[config.mk]
export PLATFORM = sky130hd
export DESIGN_NAME = pfgs_ctrl
export DESIGN_NICKNAME = d
export VERILOG_FILES = /design/src/hw/rtl/pfgs_pkg.sv /design/src/hw/rtl/pfgs_ctrl.sv
export SDC_FILE = /design/constraint.sdc
export NUM_CORES = 1
export LEC_CHECK = 0
export BUFFER_PORTS_ARGS = -buffer_cell sky130_fd_sc_hd__buf_2
export CAP_MARGIN = 30
export CELL_PAD_IN_SITES_DETAIL_PLACEMENT = 0
export CELL_PAD_IN_SITES_GLOBAL_PLACEMENT = 1
export CORE_ASPECT_RATIO = 1.2
export CORE_MARGIN = 3
export CORE_UTILIZATION = 36
export DETAILED_ROUTE_END_ITERATION = 7
export GPL_TIMING_DRIVEN = 0
export PLACE_DENSITY_LB_ADDON = 0.05
export SETUP_SLACK_MARGIN = 0.2
export SKIP_CTS_REPAIR_TIMING = 1
export SLEW_MARGIN = 20
export SYNTH_ARGS = -nofsm -noshare
export SYNTH_HDL_FRONTEND = slang
export SYNTH_SLANG_ARGS = --single-unit
[constraint.sdc]
create_clock -name aclk -period 1.6 [get_ports aclk]
set_clock_uncertainty 0.15 [all_clocks]
set_input_delay 0.24 -clock aclk [delete_from_list [all_inputs] [get_ports aclk]]
set_output_delay 0.24 -clock aclk [all_outputs]
set_load 0.005 [all_outputs]
[src/hw/rtl/pfgs_pkg.sv]
// Shared types and constants for the proportional-fair grant scheduler.
package pfgs_pkg;

    localparam int UserCount = 16;
    localparam int SlotW = $clog2(UserCount);
    localparam int SizeW = 17;
    localparam int BacklogW = 24;
    localparam int AvgW = 33;
    localparam int IdleW = 8;
    localparam int GrantW = 5;
    localparam logic [GrantW-1:0] GrantsReset = GrantW'(4);
    localparam logic [AvgW-1:0] AvgOne = AvgW'(65536);
    localparam logic [IdleW-1:0] IdleMax = {IdleW{1'b1}};

    typedef enum logic [1:0] {
        CMD_LOAD   = 2'd0,
        CMD_REPORT = 2'd1,
        CMD_TICK   = 2'd2,
        CMD_NONE   = 2'd3
    } cmd_t;

    typedef struct packed {
        logic [1:0]          command;
        logic [3:0]          user_slot;
        logic [3:0]          quality_index;
        logic [BacklogW-1:0] backlog_bytes;
        logic [SizeW-1:0]    block_size_entry;
    } in_item_t;

    typedef struct packed {
        logic [3:0]          granted_slot;
        logic [SizeW-1:0]    granted_size;
        logic [BacklogW-1:0] backlog_left;
        logic [IdleW-1:0]    idle_ticks;
        logic                last_user;
    } out_item_t;

    // Controller commands to the datapath.
    typedef struct packed {
        logic write_item;   // apply load or report
        logic scan_clear;   // start a grant round
        logic scan_step;    // compare one user
        logic mul_step;     // register the products for the compare
        logic grant_apply;  // grant the round winner
        logic upd_step;     // update one user (average / idle)
        logic upd_mul;      // first stage of the average update
        logic div_step;     // upper half of the divide by 20
        logic idx_clear;    // reset the user index
        logic emit_load;    // load the output register for index
    } dp_cmd_t;

    typedef struct packed {
        logic idx_last;
        logic have_best;
    } dp_status_t;

endpackage

[src/hw/rtl/pfgs_ctrl.sv]
// Controller state machine of the scheduler.
module pfgs_ctrl
    import pfgs_pkg::*;
(
    input  logic         aclk,
    input  logic         aresetn,
    input  logic         cfg_we,
    input  logic [4:0]   cfg_wdata,
    input  logic         s_valid,
    output logic         s_ready,
    input  logic [1:0]   s_command,
    output logic         m_valid,
    input  logic         m_ready,
    input  dp_status_t   status,
    output dp_cmd_t      cmd
);

    typedef enum logic [8:0] {
        ST_IDLE  = 9'b0_0000_0001,
        ST_MUL   = 9'b0_0000_0010,
        ST_CMP   = 9'b0_0000_0100,
        ST_GRANT = 9'b0_0000_1000,
        ST_UMUL  = 9'b0_0001_0000,
        ST_DIV   = 9'b0_0010_0000,
        ST_UPD   = 9'b0_0100_0000,
        ST_EMIT  = 9'b0_1000_0000,
        ST_OUT   = 9'b1_0000_0000
    } state_t;

    state_t state_reg, state_next;
    logic [GrantW-1:0] gpt_reg;
    logic [GrantW-1:0] round_reg, round_next;
    logic m_valid_reg, m_valid_next;
    logic last_reg, last_next;

    assign s_ready = (state_reg == ST_IDLE);
    assign m_valid = m_valid_reg;

    always_comb begin
        state_next = state_reg;
        round_next = round_reg;
        m_valid_next = m_valid_reg;
        last_next = last_reg;
        cmd = '0;
        case (state_reg)
            ST_IDLE: begin
                if (s_valid) begin
                    cmd.write_item = 1'b1;
                    if (s_command == CMD_TICK) begin
                        round_next = '0;
                        cmd.scan_clear = 1'b1;
                        state_next = (gpt_reg == '0) ? ST_UMUL : ST_MUL;
                    end
                end
            end
            ST_MUL: begin
                cmd.mul_step = 1'b1;
                state_next = ST_CMP;
            end
            ST_CMP: begin
                cmd.scan_step = 1'b1;
                state_next = status.idx_last ? ST_GRANT : ST_MUL;
            end
            ST_GRANT: begin
                // Decide after the last compare has settled into have_best.
                // A granted user's average is updated in the final pass, which
                // gives the same result since taken users no longer compete.
                if (status.have_best) begin
                    cmd.grant_apply = 1'b1;
                    round_next = round_reg + 1'b1;
                    if (round_next == gpt_reg) begin
                        state_next = ST_UMUL;
                    end else begin
                        cmd.scan_clear = 1'b1;
                        state_next = ST_MUL;
                    end
                end else begin
                    cmd.idx_clear = 1'b1;
                    round_next = gpt_reg;
                    state_next = ST_UMUL;
                end
            end
            ST_UMUL: begin
                cmd.upd_mul = 1'b1;
                state_next = ST_DIV;
            end
            ST_DIV: begin
                cmd.div_step = 1'b1;
                state_next = ST_UPD;
            end
            ST_UPD: begin
                cmd.upd_step = 1'b1;
                state_next = status.idx_last ? ST_EMIT : ST_UMUL;
            end
            ST_EMIT: begin
                cmd.emit_load = 1'b1;
                m_valid_next = 1'b1;
                last_next = status.idx_last;
                state_next = ST_OUT;
            end
            ST_OUT: begin
                if (m_ready) begin
                    m_valid_next = 1'b0;
                    state_next = last_reg ? ST_IDLE : ST_EMIT;
                end
            end
            default: state_next = ST_IDLE;
        endcase
    end

    always_ff @(posedge aclk) begin
        if (!aresetn) begin
            state_reg <= ST_IDLE;
            gpt_reg <= GrantsReset;
            round_reg <= '0;
            m_valid_reg <= 1'b0;
            last_reg <= 1'b0;
        end else begin
            state_reg <= state_next;
            round_reg <= round_next;
            m_valid_reg <= m_valid_next;
            last_reg <= last_next;
            if (cfg_we) gpt_reg <= cfg_wdata;
        end
    end

    a_hold_result: assert property (@(posedge aclk) disable iff (!aresetn)
        m_valid && !m_ready |=> m_valid) else $error("result dropped while stalled");
    a_valid_in_out: assert property (@(posedge aclk) disable iff (!aresetn)
        m_valid |-> state_reg == ST_OUT) else $error("m_valid outside output state");
    a_round_bound: assert property (@(posedge aclk) disable iff (!aresetn)
        (state_reg == ST_MUL) |-> round_reg < gpt_reg) else $error("too many rounds");
    a_no_accept_busy: assert property (@(posedge aclk) disable iff (!aresetn)
        (state_reg != ST_IDLE) |-> !s_ready) else $error("accept while busy");

endmodule

======== After elaboration in Yosys (flattened, before gate mapping) ========
Cells that the tools add are included.
operators by class
  add/subtract/negate cells ............... 1
  multiplexer cells ....................... 32
  reductions and logical operators ........ 6
  equal/unequal tests ..................... 14
operators with widths
  operator                                             count
  case mux 9 bit (9 select lines)                      1
  two-way mux 9 bit                                    4
  two-way mux 5 bit                                    5
  two-way mux 8 bit                                    2
  two-way mux 1 bit                                    15
  case mux 5 bit (2 select lines)                      1
  equality test 9 x 1 -> 1 bit, second input constant  1
  equality test 9 x 2 -> 1 bit, second input constant  1
  equality test 9 x 3 -> 1 bit, second input constant  1
  equality test 9 x 4 -> 1 bit, second input constant  1
  equality test 9 x 5 -> 1 bit, second input constant  1
  equality test 9 x 6 -> 1 bit, second input constant  1
  equality test 9 x 7 -> 1 bit, second input constant  1
  equality test 9 x 8 -> 1 bit, second input constant  1
  equality test 9 bit, second input constant           1
  AND reduction 3 bit                                  2
  adder 5 x 1 -> 5 bit, second input constant          1
  equality test 5 bit                                  1
  logical NOT 5 bit                                    1
  two-way mux 4 bit                                    1
  inequality test 2 bit, second input constant         2
  case mux 1 bit (2 select lines)                      2
  nonzero test 2 bit                                   2
  equality test 2 bit, second input constant           1
  other kinds (3)                                      3
storage, ports and cells
  bits in registers ....................... 21
  logic and storage cells ................. 58
  bits of input ports ..................... 14

======== Logic depth before layout (Yosys ltp) ========
Gate-level depths: netlist of run 1.
  depth in word-level cells ............... 5
  gate-level depth with buffers ........... 7
  depth with buffers taken out ............ 6

======== Least setup slack after synthesis of run 1 ========
Ideal clock, no wire load.
  kind .................................... register to output
  from .................................... register state_reg[2]
  to ...................................... output cmd[8] in the netlist's numbering
  arrival ................................. 1293 ps
  path slack .............................. -83 ps
  path buffers ............................ 0
  cell stages (with the launch flop) ...... 6
  cell sequence ........................... dfxtp_1 > nor4_4 > nand2_2 > nor2_4 > nand3_1 > o21ai_1
RTL lines
  what                      RTL line          RTL
  start: declaration        pfgs_ctrl.sv:30   state_t state_reg, state_next;
  start signal: assignment  pfgs_ctrl.sv:119  state_reg <= state_next;
  end: declaration          pfgs_ctrl.sv:15   output dp_cmd_t cmd

==> results of run 1 <==
cells in the final DEF (no fill, tap or decap), types with 3 or more instances in the layout:
master    netlist  final
buf_6           0      7
nand2_4         0      4
and3_1          3      3
xnor2_1         6      6
nand3_1         5      4
nand2_1         8      7
buf_2           0     22
a21oi_1         7      6
clkbuf_8        0      3
clkbuf_1        4      3
dfxtp_4         0      3
a22oi_1         5      3
and2_1          5      4
xor2_1          6      6
inv_1           4      3
mux2i_1         8      8
dfxtp_1        21     13
nor2_1         22     22
o21ai_2         0      3
dfxtp_2         0      5
buf_4           0     15
path summary, 6_finish.rpt:
path | start | endpoint | slack, ns | cells past startpoint
hold reg to reg | m_valid$_SDFFE_PN0P_ | m_valid$_SDFFE_PN0P_ | 0.34 | 2
setup / recovery | state_reg[7]$_SDFFE_PN0P_ | cmd[8] | -0.45 | 7
setup reg to reg | state_reg[5]$_SDFFE_PN0P_ | last_reg$_SDFFE_PN0P_ | -0.31 | 7
hold / removal | cfg_wdata[2] | gpt_reg[2]$_SDFFE_PN1P_ | 0.04 | 3
power groups by stage:
| stage | combinational [uW] | sequential, uW | clock, uW |
|---|---|---|---|
| after floorplan | 377 | 603 | 0 |
| after global placement | 492 | 612 | 0 |
| after detailed placement | 502 | 613 | 0 |
| after CTS | 503 | 601 | 368 |
| after global routing | 844 | 605 | 386 |
| final | 780 | 598 | 350 |
critical path: cells and delay by family, from the launching register on:
family,cells,cell delay (ns)
AND/OR/NAND/NOR,3,0.51
flip-flops,1,0.36
buffers and inverters,3,0.39
AO/OA/AOI/OAI,1,0.13
routing by layer:
metal	up-vias	GRT usage	share of wire
met5	-	0	0
met4	0	0.0443	0.011
met3	5	0.0219	0.028
met2	18	0.298	0.57
met1	598	0.177	0.39
li1	620	-	-
area by class of cell:
class | instances | area [um^2]
buffer | 4 | 16.3
clock buffer | 3 | 41.3
clock inverter | 1 | 5.00
fill | 325 | 1560
inverter | 5 | 18.8
multi-input combinational | 119 | 942
sequential | 21 | 438
tap | 37 | 46.3
timing repair buffer | 43 | 297
through the flow:
stage,util,hold WS [ns],setup TNS (ns),std cells,area [um^2]
2_1_floorplan,-,0.219,0,149,1320
3_3_place_gp,0.440,0.305,-3.36,209,1480
3_5_place_dp,0.440,0.313,-3.67,209,1480
4_1_cts,0.454,0.0403,-7.12,213,1530
5_1_grt,0.536,0.0558,-7.61,233,1800
6_report,0.536,0.0430,-5.33,233,1800
cells by family (layout without fill, tap and decap cells):
logic type,Yosys count,in the layout,share of synthesized area
AO/OA/AOI/OAI,27,27,0.135
XOR/XNOR,12,12,0.0828
adder cells (fa/ha/maj),1,1,0.00985
multiplexers,9,9,0.0719
flip-flops,21,21,0.331
AND/OR/NAND/NOR,70,70,0.343
buffers and inverters,9,56,0.0266
==> flow_summary.ini, run 1 <==
[logic_synthesis]
synth_warnings = 0
synth_top_area_share = 0.331
ys.flop_type = dfxtp_1
synth_top_area_cell = dfxtp_1
synth.top_cells.by_count = 22 x nor2_1, 21 x dfxtp_1, 8 x mux2i_1, 8 x nand2_1, 7 x a21oi_1
ys_seq_area_frac = 0.331
yosysMostFrequentCell = nor2_1
ys_types = 44
synth.avg_cell_area_um2 = 8.52
ys_seq_elements = 21
synth_area_leaders = dfxtp_1 33%, nor2_1 6.5%, mux2i_1 6.3%
syn_inst = 149
syn_area_um2 = 1270
synth-edff-count = 0
synth_fp_nets = 164
async_reset_ff_frac = 0

[power]
p_clk_frac = 0.203
leakagePower_uw = 0.000775
p_int_uw = 1120
power.total_uw = 1730
power_frac_seq = 0.346
power_density_nw_per_um2 = 958
ir_drop_uv = 486
sw_frac_of_total = 0.350
net-switching-power_uw = 604
pwr-share-comb = 0.451

[global_route]
antenna_found_initial = 0
grt_pass1_vias = 1123
overflow = 0
grt_usage = 0.158
grt_pass1_wl_um = 5200
grt_max_degree = 13

[min_path]
min-delay-path-class = in2reg

[floorplanning]
die_w_um = 60.2
ioPinCount = 26
start_util = 0.377
die_area_um2 = 4280
die_h_um = 71.1
design.core.area_um2 = 3370
rows = 23

[cts]
cts-root-buf = clkbuf_8
cts.path.max_buffers = 2
cts_tree = yes
cts_sinks = 21
cts_buffers = 3
ctsHtreeMaxLevel = 1
clk_latency_ns = 0.26
clk_pin_slew_ns = 0.08

[place]
dp_hpwl_um = 2510
place_congestion = 0.801
dp_worst_setup_slack_ns = -0.364
io_buffers = 23

[final_layout]
layout.nets = 212
largest_register_ffs = 9
drive_gt1_frac = 0.439
areaGrowthSynthToFinish_pct = 42.1
n_antenna_cell = 0

[critical_path]
crit_fanout = 5
crit_path_top_delay_cell = dfxtp_4
cpPeakStageDelay_ns = 0.36
worst_ep_required_time_ns = 1.21
worst_setup_path_end_kind = output port
crit_type = reg2out
path_cells = nor4_4 -> buf_6 -> buf_4 -> and2_4 -> nand2_4 -> o21ai_2 -> buf_2
critPathLaunchType = register
arrival_ns = 1.66

[timing]
slew_violations = 0
worst_slack_ns = -0.445
maxSlewHeadroom = 0.623
rsz0062_at_grt = true
fmax_ghz = 0.489
finalSetupViolCount = 24
hold_violations = 0
period_minus_slack_ns = 2.05
max_slew.worst_pin.slew_ns = 0.566
finalCritPeriodShare = 1.28

[outcome]
violations = negative setup slack
status = finished with violations

[drt]
first_pass_iters = 4
wl_per_cell_um = 14.3
vias_per_cell = 5.33
drt_iter0_drc = 30
drc = 0
wl_um = 3330
num_vias = 1241
ant_nets = 0

[run]
max_cap_viol_count = 0
No activity file was read; power rests on OpenSTA's default activity.
==> run 2, diff against run 1 <==
- CORE_ASPECT_RATIO: 1.2 -> 1.5
==> run 2 against run 1 <==
Net effect:
- the flow still finishes with violations (negative setup slack)
- sequential power increased by 0.8%
- maximum frequency increased by 2.2%
- power increased by 0.96%
- critical path depth decreased by 1
- final cell count increased by 0.86%
- final area increased by 2.7%
- core utilization increased by 3.4 points
- first-iteration DRC count decreased by 10%
- critical endpoint is now cmd[2]
- largest power group unchanged
==> flow_summary.ini, run 2 (same netlist as run 1, synthesis figures left out) <==
[outcome]
status = finished with violations
violations = negative setup slack

[floorplanning]
die_h_um = 78.7
design.core.area_um2 = 3250
rows = 25
ioPinCount = 26
die_w_um = 54.5
die_area_um2 = 4290
start_util = 0.390

[run]
max_cap_viol_count = 0

[critical_path]
arrival_ns = 1.61
crit_fanout = 7
worst_setup_path_end_kind = output port
crit_type = reg2out
crit_path_end = cmd[2]
r2r_cells = 9
timing.rr.end = state_reg[0]$_SDFFE_PN1P_
critPathLaunchType = register
ff2ff_setup_slack_ns = -0.23
worst_ep_required_time_ns = 1.21
crit-reg2reg-launch = state_reg[7]$_SDFFE_PN0P_
crit_path_start = state_reg[7]$_SDFFE_PN0P_

[cts]
clk_pin_slew_ns = 0.08
cts.path.max_buffers = 2
ctsHtreeMaxLevel = 1
clk_latency_ns = 0.26
cts-root-buf = clkbuf_8
cts_tree = yes
cts_buffers = 3
cts_sinks = 21

[final_layout]
fillers = 306
areaGrowthSynthToFinish_pct = 45.9
final_cells = 235
largest_register_ffs = 9
layout_common_cells = 21 x buf_2, 20 x nor2_1, 12 x buf_4
final_common_cell = buf_2
multi_input_area_um2 = 977
layout.nets = 211
drive_gt1_frac = 0.487
n_antenna_cell = 0
final-seq-area_um2 = 440
final_util = 0.570

[global_route]
grt_pass1_wl_um = 5180
grt_pass1_vias = 1126
overflow = 0
antenna_found_initial = 0
gr-max-usage-layer = met2
grt_max_degree = 12
gr-usage-met1 = 0.180
use_met2 = 0.293
grt_usage = 0.162
use_met3 = 0.0188

[drt]
ant_nets = 0
drc = 0
first_pass_iters = 4
wl_um = 3460
drt_iter0_drc = 27
vias_per_cell = 5.31
wl_per_cell_um = 14.7
num_vias = 1248

[place]
dp_hpwl_um = 2540
dp_worst_setup_slack_ns = -0.344
place_congestion = 0.850
dp_cells = 212
io_buffers = 23

[power]
power_density_nw_per_um2 = 942
ir_drop_uv = 442
leakagePower_uw = 0.000789

[timing]
worst_slack_ns = -0.402
slew_violations = 0
max_slew.worst_pin.slew_ns = 0.533
hold_violations = 0
maxSlewHeadroom = 0.645
rsz0062_at_grt = true
setup-tns-final_ns = -4.74
finalSetupViolCount = 23
period_minus_slack_ns = 2.00
fmax_ghz = 0.500
finalCritPeriodShare = 1.25

[min_path]
min-delay-path-class = in2reg
hp-start = cfg_wdata[2]
run 2: cell types whose count changed in the layout (fill, tap and decap cells not counted), moves of 2 or more:
cell,delta
a21oi_1,-2
a21oi_2,+2
buf_4,-3
buf_6,+3
dfxtp_1,-2
dfxtp_2,+2
nor2_1,-2
nor2_2,+2
run 2: worst max-delay path, cell delays in order, from the launching register on:
cell and delay [ns]:
dfxtp_4 0.36, nor4_4 0.27, buf_6 0.17, buf_6 0.10, nand2_4 0.06, nor4b_4 0.24
buf_2 0.15
run 2: power by group:
| group | internal, uW | total, uW | switching, uW |
|---|---|---|---|
| combinational | 404 | 787 | 382 |
| sequential | 552 | 603 | 50.8 |
| clock | 177 | 356 | 178 |
run 2: how the worst min path moves through the flow:
stage	slack, ns	to	cells past startpoint
CTS	0.04	gpt_reg[2]$_SDFFE_PN1P_	3
global route	0.06	gpt_reg[2]$_SDFFE_PN1P_	3
finish	0.04	gpt_reg[2]$_SDFFE_PN1P_	3
floorplan	0.22	gpt_reg[2]$_SDFFE_PN1P_	2
global placement	0.31	gpt_reg[2]$_SDFFE_PN1P_	3
detailed placement	0.31	gpt_reg[2]$_SDFFE_PN1P_	3
run 2: per-layer routing:
layer / routed length (um) / vias up / part of all wire
met5: 0 / - / 0
met4: 55 / 0 / 0.016
met3: 72 / 6 / 0.021
met2: 2030 / 15 / 0.59
met1: 1300 / 604 / 0.38
li1: - / 623 / -
run 2: layout make-up:
class | count | area share
Clock buffer | 4 | 0.0243
Multi-Input combinational cell | 119 | 0.527
Buffer | 4 | 0.00878
Sequential cell | 21 | 0.238
Inverter | 5 | 0.0115
Tap cell | 40 | 0.0270
Timing Repair Buffer | 42 | 0.163
run 2: through the flow:
stage	instance area (um^2)	hold WS, ns	power (uW)
detailed placement	1490	0.314	1110
CTS	1530	0.0390	1470
finish	1850	0.0424	1740
global route	1850	0.0608	1860
global placement	1490	0.306	1100
floorplan	1320	0.219	980
==> run 3, diff against run 2 <==
- REMOVE_ABC_BUFFERS: unset -> 1
==> run 3 against run 2 <==
Net effect:
- the flow still finishes with violations (negative setup slack)
- via count down 0.32%
- sequential power down 1%
- count of clock-buffer cells in the layout is 1 lower
- hold slack better by 0.0053 ns
- routed wire length up 3.0%
- global-route usage up 0.95 points
==> flow_summary.ini, run 3 (same netlist as run 1, synthesis figures left out) <==
[timing]
slew_violations = 0
hold_violations = 0
max_slew.worst_pin.slew_ns = 0.388
worst_slack_ns = -0.461
period_minus_slack_ns = 2.06
finalSetupViolCount = 24
maxSlewHeadroom = 0.740
finalCritPeriodShare = 1.29
fmax_ghz = 0.485
rsz0062_at_grt = true

[floorplanning]
rows = 25
die_h_um = 78.7
design.core.area_um2 = 3250
die_area_um2 = 4290
die_w_um = 54.5
ioPinCount = 26
start_util = 0.390

[drt]
wl_per_cell_um = 15.0
vias_per_cell = 5.23
drt_iter0_drc = 13
first_pass_iters = 4
ant_nets = 0
wl_um = 3560
num_vias = 1244
drc = 0

[critical_path]
cpPeakStageDelay_ns = 0.38
arrival_ns = 1.67
crit_path_top_delay_cell = nor4_4
crit_fanout = 4
crit_type = reg2out
worst_ep_required_time_ns = 1.21
critPathLaunchType = register
r2r_cells = 6
path_buf_inv = 2
crit_cells = 6
cp_top_family = simple AND/OR/NAND/NOR gates
path_cells = nor4_4 -> buf_4 -> and2_4 -> nand2_4 -> o21ai_2 -> buf_2
worst_setup_path_end_kind = output port

[power]
ir_drop_uv = 492
power_density_nw_per_um2 = 957
leakagePower_uw = 0.000802

[cts]
ctsHtreeMaxLevel = 1
cts.path.max_buffers = 2
cts_buffers = 3
clk_latency_ns = 0.27
cts-root-buf = clkbuf_8
cts_sinks = 21
clk_pin_slew_ns = 0.08
cts_tree = yes

[global_route]
grt_pass1_wl_um = 5470
grt_usage = 0.172
overflow = 0
antenna_found_initial = 0
grt_pass1_vias = 1213
grt_max_degree = 14

[outcome]
status = finished with violations
violations = negative setup slack

[final_layout]
areaGrowthSynthToFinish_pct = 51.1
fillers = 302
layout.nets = 214
final_common_cell = buf_2
final-seq-area_um2 = 445
layout_common_cells = 22 x buf_2, 21 x nor2_1, 17 x buf_4
fin_area_um2 = 1920
n_antenna_cell = 0
multi_input_area_um2 = 1010
drive_gt1_frac = 0.525
largest_register_ffs = 9

[place]
dp_hpwl_um = 2500
placed_cell_area_um2 = 1430
io_buffers = 25
dp_worst_setup_slack_ns = -0.442
place_congestion = 0.798

[run]
max_cap_viol_count = 0

[min_path]
hold-path-cell-count = 3
min-delay-path-class = in2reg
[run 3: cell count changes in the layout (fill, tap and decap cells not counted), sizes merged]
cell,change
buf,+6
clkbuf,-4
clkinv,+1
[run 3: per-layer routing]
layer / GRT usage / up-vias / wire, um
met4: 0.0773 / 0 / 95
li1: - / 630 / -
met5: 0 / - / 0
met1: 0.189 / 588 / 1390
met2: 0.308 / 18 / 2000
met3: 0.0244 / 8 / 74
[run 3: area by class of cell]
type                            instances  share of cell area
Sequential cell                        21               0.232
Multi-Input combinational cell        119               0.525
Inverter                                5             0.00978
Tap cell                               40              0.0261
Clock buffer                            3              0.0215
Clock inverter                          1             0.00261
Timing Repair Buffer                   49               0.183
[run 3: stage by stage]
| step | total power, uW | instances | hold WS [ns] | TNS [ns] | util |
|---|---|---|---|---|---|
| after detailed placement | 1080 | 210 | 0.315 | -4.91 | 0.440 |
| after global placement | 1080 | 210 | 0.311 | -4.50 | 0.440 |
| after floorplan | 945 | 145 | 0.152 | -0.155 | - |
| final | 1840 | 238 | 0.0477 | -5.60 | 0.590 |
| after global routing | 1940 | 238 | 0.0564 | -7.75 | 0.590 |
| after CTS | 1450 | 214 | 0.0422 | -8.43 | 0.454 |
[run 3: final timing paths]
kind         slack (ns)                       from                      end
max               -0.46  state_reg[1]$_SDFFE_PN0P_                   cmd[8]
min                0.05               cfg_wdata[2]  gpt_reg[2]$_SDFFE_PN1P_
min reg2reg        0.35       m_valid$_SDFFE_PN0P_     m_valid$_SDFFE_PN0P_
max reg2reg       -0.19  state_reg[3]$_SDFFE_PN0P_    last_reg$_SDFFE_PN0P_
[run 3: power breakdown]
part	total [uW]	switching, uW	leakage [uW]	internal (uW)
Combinational	879	421	0.000600	458
Clock	364	190	0.0000255	174
Sequential	594	43.5	0.000177	551
[run 3: worst min-delay path, stage by stage]
cell	delay, ns
buf_2	0.07
mux2i_1	0.06
nand2_1	0.06
